<file path="src/sogi_pkg.sv">
package sogi_pkg;

  localparam int GAIN_WIDTH = 16;
  localparam int STEP_WIDTH = 24;
  localparam int GAIN_FRAC = 14;
  localparam int STEP_FRAC = 24;
  localparam int ACC_FRAC = 16;
  localparam int OUT_WIDTH = 16;
  localparam int CFG_INDEX_WIDTH = 2;
  localparam int CFG_DATA_WIDTH = 24;

  localparam logic [CFG_INDEX_WIDTH-1:0] REG_DAMPING_GAIN = 2'd0;
  localparam logic [CFG_INDEX_WIDTH-1:0] REG_OMEGA_STEP = 2'd1;

  typedef enum logic [2:0] {
    ST_IDLE,
    ST_ERR,
    ST_MUL_LO,
    ST_MUL_HI,
    ST_RATE,
    ST_ALPHA,
    ST_BETA,
    ST_FINISH
  } state_t;

  typedef enum logic [1:0] {
    PH_KERR,
    PH_ALPHA,
    PH_BETA
  } phase_t;

endpackage

</file>
<file path="src/sogi_quadrature_generator.sv">
// two-channel sogi quadrature signal generator (voltage and current)
// input stream: one beat carries a voltage and a current sample; s_tready is
//   high only while the block is idle, one beat is taken at a time
// output stream: one beat per input beat with the in-phase and quadrature
//   parts of both channels, saturated to 16 bits
// config channel: cfg_valid/cfg_index/cfg_data, always ready; index 0 is the
//   damping gain (q2.14), index 1 the angular step (q0.24), others ignored
// schedule: every product goes through one shared multiplier in two passes
//   (low and high half of the operand); a channel needs 3 products plus
//   4 add/saturate steps, the two channels are worked one after the other,
//   then the output register is loaded; m_tvalid rises together with
//   s_tready, so a new beat is taken only once the last result is loaded
// the output register parts both sides: the next beat is accepted while a
//   result still waits; if the receiver stalls longer the block holds its
//   finished result internally until the output register frees up
// reset (rst, synchronous): accumulators cleared, registers back to their
//   defaults, no result pending
module sogi_quadrature_generator
  import sogi_pkg::*;
#(
  parameter int SAMPLE_WIDTH = 16,
  parameter int ACC_WIDTH = 32
) (
  input  logic clk,
  input  logic rst,
  input  logic s_tvalid,
  output logic s_tready,
  // voltage_sample, current_sample
  input  logic [((2*SAMPLE_WIDTH+7)/8)*8-1:0] s_tdata,
  output logic m_tvalid,
  input  logic m_tready,
  // voltage_alpha, voltage_beta, current_alpha, current_beta
  output logic [4*OUT_WIDTH-1:0] m_tdata,
  input  logic cfg_valid,
  output logic cfg_ready,
  input  logic [CFG_INDEX_WIDTH-1:0] cfg_index,
  input  logic [CFG_DATA_WIDTH-1:0] cfg_data
);

  localparam int PW = ACC_WIDTH + STEP_WIDTH;
  localparam int HL = ACC_WIDTH / 2;
  localparam int HH = ACC_WIDTH - HL;
  localparam int EW = ACC_WIDTH + 3;
  localparam int LSH = (SAMPLE_WIDTH - 1 <= ACC_FRAC) ? ACC_FRAC + 1 - SAMPLE_WIDTH : 0;
  localparam int RSH = (SAMPLE_WIDTH - 1 > ACC_FRAC) ? SAMPLE_WIDTH - 1 - ACC_FRAC : 0;
  localparam logic signed [EW-1:0] SAT_HI = EW'((64'sd1 <<< (ACC_WIDTH - 1)) - 64'sd1);
  localparam logic signed [EW-1:0] SAT_LO = EW'(-(64'sd1 <<< (ACC_WIDTH - 1)));
  localparam logic signed [ACC_WIDTH-1:0] OUT_HI = ACC_WIDTH'(32767);
  localparam logic signed [ACC_WIDTH-1:0] OUT_LO = ACC_WIDTH'(-32768);

  function automatic logic signed [ACC_WIDTH-1:0] sat_acc(input logic signed [EW-1:0] v);
    logic signed [ACC_WIDTH-1:0] r;
    if (v > SAT_HI) r = SAT_HI[ACC_WIDTH-1:0];
    else if (v < SAT_LO) r = SAT_LO[ACC_WIDTH-1:0];
    else r = v[ACC_WIDTH-1:0];
    return r;
  endfunction

  function automatic logic [OUT_WIDTH-1:0] to_out(input logic signed [ACC_WIDTH-1:0] acc);
    logic signed [ACC_WIDTH-1:0] v;
    logic [OUT_WIDTH-1:0] r;
    v = acc >>> 1;
    if (v > OUT_HI) r = OUT_HI[OUT_WIDTH-1:0];
    else if (v < OUT_LO) r = OUT_LO[OUT_WIDTH-1:0];
    else r = v[OUT_WIDTH-1:0];
    return r;
  endfunction

  state_t state, state_next;
  phase_t phase, phase_next;
  logic ch, ch_next;

  logic [GAIN_WIDTH-1:0] damping_gain;
  logic [STEP_WIDTH-1:0] omega_step;

  logic signed [ACC_WIDTH-1:0] alpha [2];
  logic signed [ACC_WIDTH-1:0] beta [2];
  logic signed [ACC_WIDTH-1:0] samp [2];

  logic signed [ACC_WIDTH-1:0] opa;
  logic [STEP_WIDTH-1:0] opb;
  logic [HL+STEP_WIDTH-1:0] prod_lo;
  logic signed [PW-1:0] prod;

  logic signed [HH:0] mul_a;
  logic signed [HH+STEP_WIDTH+1:0] mul_p;
  logic signed [PW-1:0] prod_next;
  logic signed [EW-1:0] kerr;
  logic signed [EW-1:0] inc;
  logic signed [SAMPLE_WIDTH-1:0] v_raw, c_raw;
  logic s_accept;

  assign cfg_ready = 1'b1;
  assign s_tready = (state == ST_IDLE);
  assign s_accept = s_tvalid && s_tready;

  assign v_raw = s_tdata[SAMPLE_WIDTH-1:0];
  assign c_raw = s_tdata[2*SAMPLE_WIDTH-1:SAMPLE_WIDTH];

  // shared multiplier: unsigned low half of opa first, then its signed high half
  assign mul_a = (state == ST_MUL_HI) ? (HH+1)'($signed(opa[ACC_WIDTH-1:HL]))
                                      : (HH+1)'(opa[HL-1:0]);
  assign mul_p = mul_a * $signed({1'b0, opb});
  assign prod_next = (PW'(mul_p) <<< HL) + $signed(PW'(prod_lo));
  assign kerr = EW'(prod >>> GAIN_FRAC);
  assign inc = EW'(prod >>> STEP_FRAC);

  always_ff @(posedge clk) begin
    if (rst) begin
      state <= ST_IDLE;
      phase <= PH_KERR;
      ch <= 1'b0;
    end else begin
      state <= state_next;
      phase <= phase_next;
      ch <= ch_next;
    end
  end

  always_comb begin
    state_next = state;
    phase_next = phase;
    ch_next = ch;
    unique case (state)
      ST_IDLE: begin
        if (s_accept) begin
          state_next = ST_ERR;
          ch_next = 1'b0;
        end
      end
      ST_ERR: begin
        state_next = ST_MUL_LO;
        phase_next = PH_KERR;
      end
      ST_MUL_LO: state_next = ST_MUL_HI;
      ST_MUL_HI: begin
        unique case (phase)
          PH_KERR: state_next = ST_RATE;
          PH_ALPHA: state_next = ST_ALPHA;
          PH_BETA: state_next = ST_BETA;
          default: state_next = ST_IDLE;
        endcase
      end
      ST_RATE: begin
        state_next = ST_MUL_LO;
        phase_next = PH_ALPHA;
      end
      ST_ALPHA: begin
        state_next = ST_MUL_LO;
        phase_next = PH_BETA;
      end
      ST_BETA: begin
        if (ch) begin
          state_next = ST_FINISH;
        end else begin
          state_next = ST_ERR;
          ch_next = 1'b1;
        end
      end
      ST_FINISH: begin
        if (!m_tvalid || m_tready) state_next = ST_IDLE;
      end
      default: state_next = ST_IDLE;
    endcase
  end

  // configuration registers
  always_ff @(posedge clk) begin
    if (rst) begin
      damping_gain <= GAIN_WIDTH'(23170);
      omega_step <= STEP_WIDTH'(263533);
    end else if (cfg_valid && cfg_ready) begin
      unique case (cfg_index)
        REG_DAMPING_GAIN: damping_gain <= cfg_data[GAIN_WIDTH-1:0];
        REG_OMEGA_STEP: omega_step <= cfg_data[STEP_WIDTH-1:0];
        default: ;
      endcase
    end
  end

  // accumulators
  always_ff @(posedge clk) begin
    if (rst) begin
      alpha[0] <= '0;
      alpha[1] <= '0;
      beta[0] <= '0;
      beta[1] <= '0;
    end else begin
      if (state == ST_ALPHA) alpha[ch] <= sat_acc(EW'(alpha[ch]) + inc);
      if (state == ST_BETA) beta[ch] <= sat_acc(EW'(beta[ch]) + inc);
    end
  end

  // operands and products
  always_ff @(posedge clk) begin
    if (s_accept) begin
      samp[0] <= (ACC_WIDTH'(v_raw) <<< LSH) >>> RSH;
      samp[1] <= (ACC_WIDTH'(c_raw) <<< LSH) >>> RSH;
    end
    unique case (state)
      ST_ERR: begin
        opa <= sat_acc(EW'(samp[ch]) - EW'(alpha[ch]));
        opb <= STEP_WIDTH'(damping_gain);
      end
      ST_MUL_LO: prod_lo <= mul_p[HL+STEP_WIDTH-1:0];
      ST_MUL_HI: prod <= prod_next;
      ST_RATE: begin
        opa <= sat_acc(kerr - EW'(beta[ch]));
        opb <= omega_step;
      end
      ST_ALPHA: opa <= sat_acc(EW'(alpha[ch]) + inc);
      default: ;
    endcase
  end

  // output register
  always_ff @(posedge clk) begin
    if (rst) begin
      m_tvalid <= 1'b0;
    end else if (state == ST_FINISH && (!m_tvalid || m_tready)) begin
      m_tvalid <= 1'b1;
    end else if (m_tready) begin
      m_tvalid <= 1'b0;
    end
  end

  always_ff @(posedge clk) begin
    if (state == ST_FINISH && (!m_tvalid || m_tready)) begin
      m_tdata <= {to_out(beta[1]), to_out(alpha[1]), to_out(beta[0]), to_out(alpha[0])};
    end
  end

`ifndef SYNTHESIS
  a_one_beat_at_a_time: assert property (@(posedge clk) disable iff (rst)
    s_tvalid && s_tready |=> !s_tready)
    else $error("input beat accepted while busy");

  a_no_overwrite: assert property (@(posedge clk) disable iff (rst)
    state == ST_FINISH && m_tvalid && !m_tready |=> state == ST_FINISH)
    else $error("pending result overwritten");

  a_valid_from_finish: assert property (@(posedge clk) disable iff (rst)
    $rose(m_tvalid) |-> $past(state) == ST_FINISH)
    else $error("result shown without finished computation");
`endif

endmodule
</file>
<file path="config.mk">
export PLATFORM = sky130hd
export DESIGN_NAME = sogi_quadrature_generator
export DESIGN_NICKNAME = d
export VERILOG_FILES = /design/src/sogi_pkg.sv /design/src/sogi_quadrature_generator.sv
export SDC_FILE = /design/constraint.sdc
export NUM_CORES = 2
export LEC_CHECK = 0
export ABC_AREA = 1
export BUFFER_PORTS_ARGS = -buffer_cell sky130_fd_sc_hd__buf_2
export CAP_MARGIN = 25
export CELL_PAD_IN_SITES_DETAIL_PLACEMENT = 1
export CELL_PAD_IN_SITES_GLOBAL_PLACEMENT = 2
export CORE_MARGIN = 5
export CORE_UTILIZATION = 35
export DETAILED_ROUTE_END_ITERATION = 7
export PLACE_DENSITY = 0.8
export SLEW_MARGIN = 30
export SYNTH_ARGS = -nofsm -noshare
export SYNTH_HDL_FRONTEND = slang
export SYNTH_SLANG_ARGS = --single-unit
</file>
<file path="constraint.sdc">
create_clock -name clk -period 9.3 [get_ports clk]
set_input_delay 2.79 -clock clk [delete_from_list [all_inputs] [get_ports clk]]
set_output_delay 2.79 -clock clk [all_outputs]
set_load 0.1 [all_outputs]
</file>
# --- Yosys cells after proc, flatten, opt, wreduce, memory -nomap -nowiden ---
# Memories as Yosys holds them, arrays and structs flattened. A register that Yosys moved wholly into a read port is not among the register bits.
# Index checks and enable logic that the tools add are counted.
totals:
  regBits: 263
  mem_bits_rw: 190
  in_bits: 63
  out_inout_bits: 67
  elab_cells: 120
  memories: 3
mem_list:
  columns: ["name", "depth", "width", "rd", "rd_ports_with_merged_regs", "write_ports", "line", "rtl"]
  rows:
  - ["alpha", 2, 32, 3, 1, 2, "sogi_quadrature_generator.sv:76", "logic signed [ACC_WIDTH-1:0] alpha [2];"]
  - ["beta", 2, 32, 3, 1, 2, "sogi_quadrature_generator.sv:77", "logic signed [ACC_WIDTH-1:0] beta [2];"]
  - ["samp", 2, 31, 1, 1, 2, "sogi_quadrature_generator.sv:78", "logic signed [ACC_WIDTH-1:0] samp [2];"]
classes:
  n_addsub: 5
  multipliers: 1
  order_cmp: 16
  n_eq_ne: 12
  mux: 51
  n_reduce_logical: 18
ops:
  columns: ["op", "n"]
  rows:
  - ["$mux W32", 14]
  - ["$gt A31 B16 Y1 const B", 4]
  - ["$lt A31 B16 Y1 const B", 4]
  - ["$gt A33 B32 Y1 const B", 3]
  - ["$lt A33 B32 Y1 const B", 3]
  - ["$pmux W32 S3", 1]
  - ["$add A32 B32 Y33", 2]
  - ["$mux W16", 4]
  - ["$reduce_or A32 Y1", 2]
  - ["$add A56 B41 Y56", 1]
  - ["$pmux W24 S2", 1]
  - ["$mul A17 B25 Y40", 1]
  - ["$gt A35 B32 Y1 const B", 1]
  - ["$lt A35 B32 Y1 const B", 1]
  - ["$sub A35 B32 Y35", 1]
  - ["$sub A32 B32 Y33", 1]
  - ["$mux W1", 23]
  - ["$pmux W3 S6", 1]
  - ["$mux W17", 1]
  - ["$eq A3 B3 Y1 const B", 4]
  - ["$mux W3", 3]
  - ["$pmux W3 S3", 1]
  - ["$reduce_and A2 Y1", 4]
  - ["$eq A3 B2 Y1 const B", 2]
  - ["other kinds (14)", 20]

# --- Logic depth before layout (Yosys ltp) ---
depth:
  word_depth: 7
  mapped_depth: 43
  mapped_depth_nobuf: 42

# --- Least setup slack after synthesis ---
# OpenSTA, ideal clock, no wires.
synth_timing:
  path_kind: "input port to flip-flop"
  startpoint: "input port m_tready"
  endpoint: "register m_tdata[0] (enable)"
  setup_time_ps: 644
  t_arrival_ps: 8901
  required_ps: 8656
  setup_slack_ps: -245
  cell_stages: 2
  n_path_buf: 0
  cell_sequence: "nor2_1 > nor4_1"
synth_between:
  elab_chain_len: 2
synth_lines:
  columns: ["element", "line", "rtl"]
  rows:
  - ["from (decl)", "sogi_quadrature_generator.sv:31", "input logic m_tready,"]
  - ["$logic_or A1 B1 Y1", "sogi_quadrature_generator.sv:228", "if (state == ST_FINISH && (!m_tvalid || m_tready)) begin"]
  - ["$logic_and A1 B1 Y1", "sogi_quadrature_generator.sv:228", null]
  - ["to (signal assigned)", "sogi_quadrature_generator.sv:229", "m_tdata <= {to_out(beta[1]), to_out(alpha[1]), to_out(beta[0]), to_out(alpha[0])};"]
  - ["to (decl)", "sogi_quadrature_generator.sv:33", "output logic [4*OUT_WIDTH-1:0] m_tdata,"]
# No other way between the ends.
# A chain may end at the register's enable or synchronous reset.

# --- Final worst setup path ---
layout_timing:
  startpoint: "register state[0]"
  endpoint: "register prod[52], data pin"
layout_between:
  elab_chain_len: 4
layout_lines:
  columns: ["element", "line", "rtl"]
  rows:
  - ["from (decl)", "sogi_quadrature_generator.sv:69", "state_t state, state_next;"]
  - ["from (signal assigned)", "sogi_quadrature_generator.sv:114", "state <= state_next;"]
  - ["$eq A3 B2 Y1", "sogi_quadrature_generator.sv:101", "assign mul_a = (state == ST_MUL_HI) ? (HH+1)'($signed(opa[ACC_WIDTH-1:HL]))"]
  - ["$mux W17", "sogi_quadrature_generator.sv:101", null]
  - ["$mul A17 B25 Y40", "sogi_quadrature_generator.sv:103", "assign mul_p = mul_a * $signed({1'b0, opb});"]
  - ["net mul_p[23]", "sogi_quadrature_generator.sv:86", "logic signed [HH+STEP_WIDTH+1:0] mul_p;"]
  - ["$add A56 B41 Y56", "sogi_quadrature_generator.sv:104", "assign prod_next = (PW'(mul_p) <<< HL) + $signed(PW'(prod_lo));"]
  - ["net prod_next[52]", "sogi_quadrature_generator.sv:87", "logic signed [PW-1:0] prod_next;"]
  - ["to (signal assigned)", "sogi_quadrature_generator.sv:206", "ST_MUL_HI: prod <= prod_next;"]
  - ["to (decl)", "sogi_quadrature_generator.sv:83", "logic signed [PW-1:0] prod;"]
# The timed path passes the listed nets, and every way through them passes these cells.

==> out/summary.txt <==
Syn-to-layout area delta = 10.4%
fmax = 115 MHz
first-pass GRT wire length = 223 mm
setup violators final = 0
Post-Syn Area = 40200 µm²
Tmin final = 8720 ps
Final HPWL DP = 123 mm
Synthesized Nets = 5752
Critical Path Most Common Cell = inv_1
final hold vios = 0
Post-synth EDFFs = 348
Hold WS = 437 ps
I/O Buffers = 128
fill count = 13994
Synth async-reset ratio = 0%
# IOs = 130
synth warn = 0
routability cong. = 0.919
Max Cap Viol = 0
Worst Tran Pin Value = 943 ps
Syn Inst Count = 5070
status = complete, no violations
TritonCTS clock tree = built
via/cell ratio = 5.09
Clock Tree Buf Depth = 3
# DRC = 0
crit-path max cell delay = 690 ps
Die W = 349 µm
fin. max-slew vios = 0
worst setup path class = reg2reg
Post-CTS Hold Fix Bufs = 0
Rows = 124
sequential area share after synthesis = 28.4%
dominant synthesized flop cell = edfxtp_1
largest cells by area after synthesis = edfxtp_1 26%, fa_1 17%, nand2_1 12%, ha_1 8.9%, inv_1 7.6%
clk sink count = 396
Hold Path Class = reg2reg
routed via count = 34295
number of H-tree levels = 2
DR iter-0 viols = 1870
worst setup margin = 583 ps
flop and latch count out of synthesis = 396
leading area contributor after synthesis = edfxtp_1
Chip Height = 349 µm
DR pass1 iterations = 5
Die ar. = 122000 µm²
library cells used by synthesis = 66
share of Yosys cell area claimed by the top area cell type = 26.0%
most frequent cells in the layout = 1244 x nand2_1, 802 x inv_1, 601 x nor2_1, 348 x edfxtp_1, 334 x fa_1
Rel. slew slack = 37.1%
initial antenna violation count = 4
Synth Area per Inst = 7.92 µm²
starting density of the core = 35.2%
DRT antenna net count = 0
Clk pin slew, worst setup/hold paths = 70 ps
period utilization = 93.7%
CP max-delay cell = fa_1
CP Max Fanout = 16
CP Data Arrival Time = 9080 ps
CP delay by family, top = adder cells
drt wl/cell = 22.0 µm
cts bufs inserted = 47
WL final = 148 mm
most common cell after layout, fill and taps aside = nand2_1
Final nets = 5864
gr usage total = 24.1%
layout cells sized above 1 = 10.1%
Skew-Pair Late Insertion Delay = 650 ps
Core Area = 114000 µm²
Worst Setup Start Kind = register
total gr overflow = 0
final setup skew = 62.1 ps
WP buf/inv = 10
largest net degree at the start of global routing = 65
setup TNS = 0 ps
CP endpoint kind = register
pre-CTS setup slack = 470 ps
vias in the first global route = 36252
CTS root buf = clkbuf_16
Crit path required time = 9660 ps
-- metrics by stage --
stage               util [%]  cells  area [µm²]
finish                  38.8   6734       44300
global route            38.8   6733       44300
CTS                     38.8   6728       44300
detailed placement      37.4   6640       42700
global placement        37.4   6638       42700
floorplan                  -   5070       40200
-- worst register-to-register path: cells and delay by family, from the launching register on --
kind / cells / cell delay, ps
flip-flops: 1 / 370
buffers and inverters: 10 / 1420
AO/OA/AOI/OAI: 3 / 630
adder cells (fa/ha/maj): 8 / 4010
XOR/XNOR: 1 / 180
AND/OR/NAND/NOR: 12 / 1830
-- final timing paths --
path / cells after the start / slack (ps) / end / start
worst min register to register: 0 / 440 / prod[14] / prod_lo[14]
worst max register to register: 34 / 580 / prod[52] / state[0]
worst min-delay path: 0 / 440 / prod[14] / prod_lo[14]
worst max-delay path: 34 / 580 / prod[52] / state[0]
-- timing repair --
action                                  CTS  global route
endpoints found under the setup margin    0             6
setup buffers                             0             4
gates resized for setup                   0            10
-- registers in the layout, summed over array words and instances (netlist names), named ones only --
register      flops
m_tvalid          1
state             3
phase             2
samp             32
damping_gain     16
prod             42
beta             64
prod_lo          26
omega_step       24
ch                1
opa              32
alpha            64
m_tdata          64
opb              24
-- area by class of cell --
cell class	instances	area [µm²]	share of cell area [%]
well taps	1512	1890	4.27
clock inverters	34	344	0.776
repair buffers	207	1250	2.83
multi-input cells	3694	25000	56.5
inverters	836	3150	7.10
diodes	1	2.50	0.00564
flip-flops and latches	396	11400	25.7
clock buffers	54	1240	2.80
-- layer usage --
| layer | vias to the layer above | wire [µm] | global-route usage (%) |
|---|---|---|---|
| li1 | 16293 | - | - |
| met1 | 16908 | 64400 | 31.5 |
| met2 | 849 | 69000 | 40.0 |
| met3 | 245 | 7770 | 3.85 |
| met4 | 0 | 6880 | 9.57 |
| met5 | - | 0 | 0 |
-- Yosys cell counts (5+ instances only) --
cell type	number
buf_6	14
nor2_2	13
nor3_1	31
xor2_2	11
nand4_1	56
buf_2	13
nor4_1	27
ha_1	285
buf_4	5
edfxtp_1	348
nand3b_1	10
xnor2_1	43
clkbuf_1	102
inv_1	811
clkinv_1	13
nand3_2	8
buf_1	10
and2_1	5
o21ai_2	8
nand2_2	28
xor2_1	108
fa_1	334
nand2_1	1248
o21bai_1	16
a21oi_1	293
a21boi_0	5
dfxtp_1	48
o21ai_0	195
nand3_1	133
inv_2	12
o21ai_1	11
a31oi_1	15
o21a_1	17
or2_2	79
nor2_1	603
a21o_1	19
a21oi_2	38
-- cells by family (layout without fill, tap and decap cells) --
kind of cell               Yosys count  count (layout)  synth area share, %
AOI/OAI and AO/OA                  652             652                 9.32
adders and majority gates          619             619                 25.5
xor gates and xnor gates           163             163                 3.81
and+or+nand+nor                   2259            2259                 23.4
buffers and inverters              980            1131                 9.51
DFF                                396             396                 28.4
other                                1               2              0.00934
Power is not shown: default switching activity piles up to over one toggle a cycle in this logic, so the estimate is an artifact.
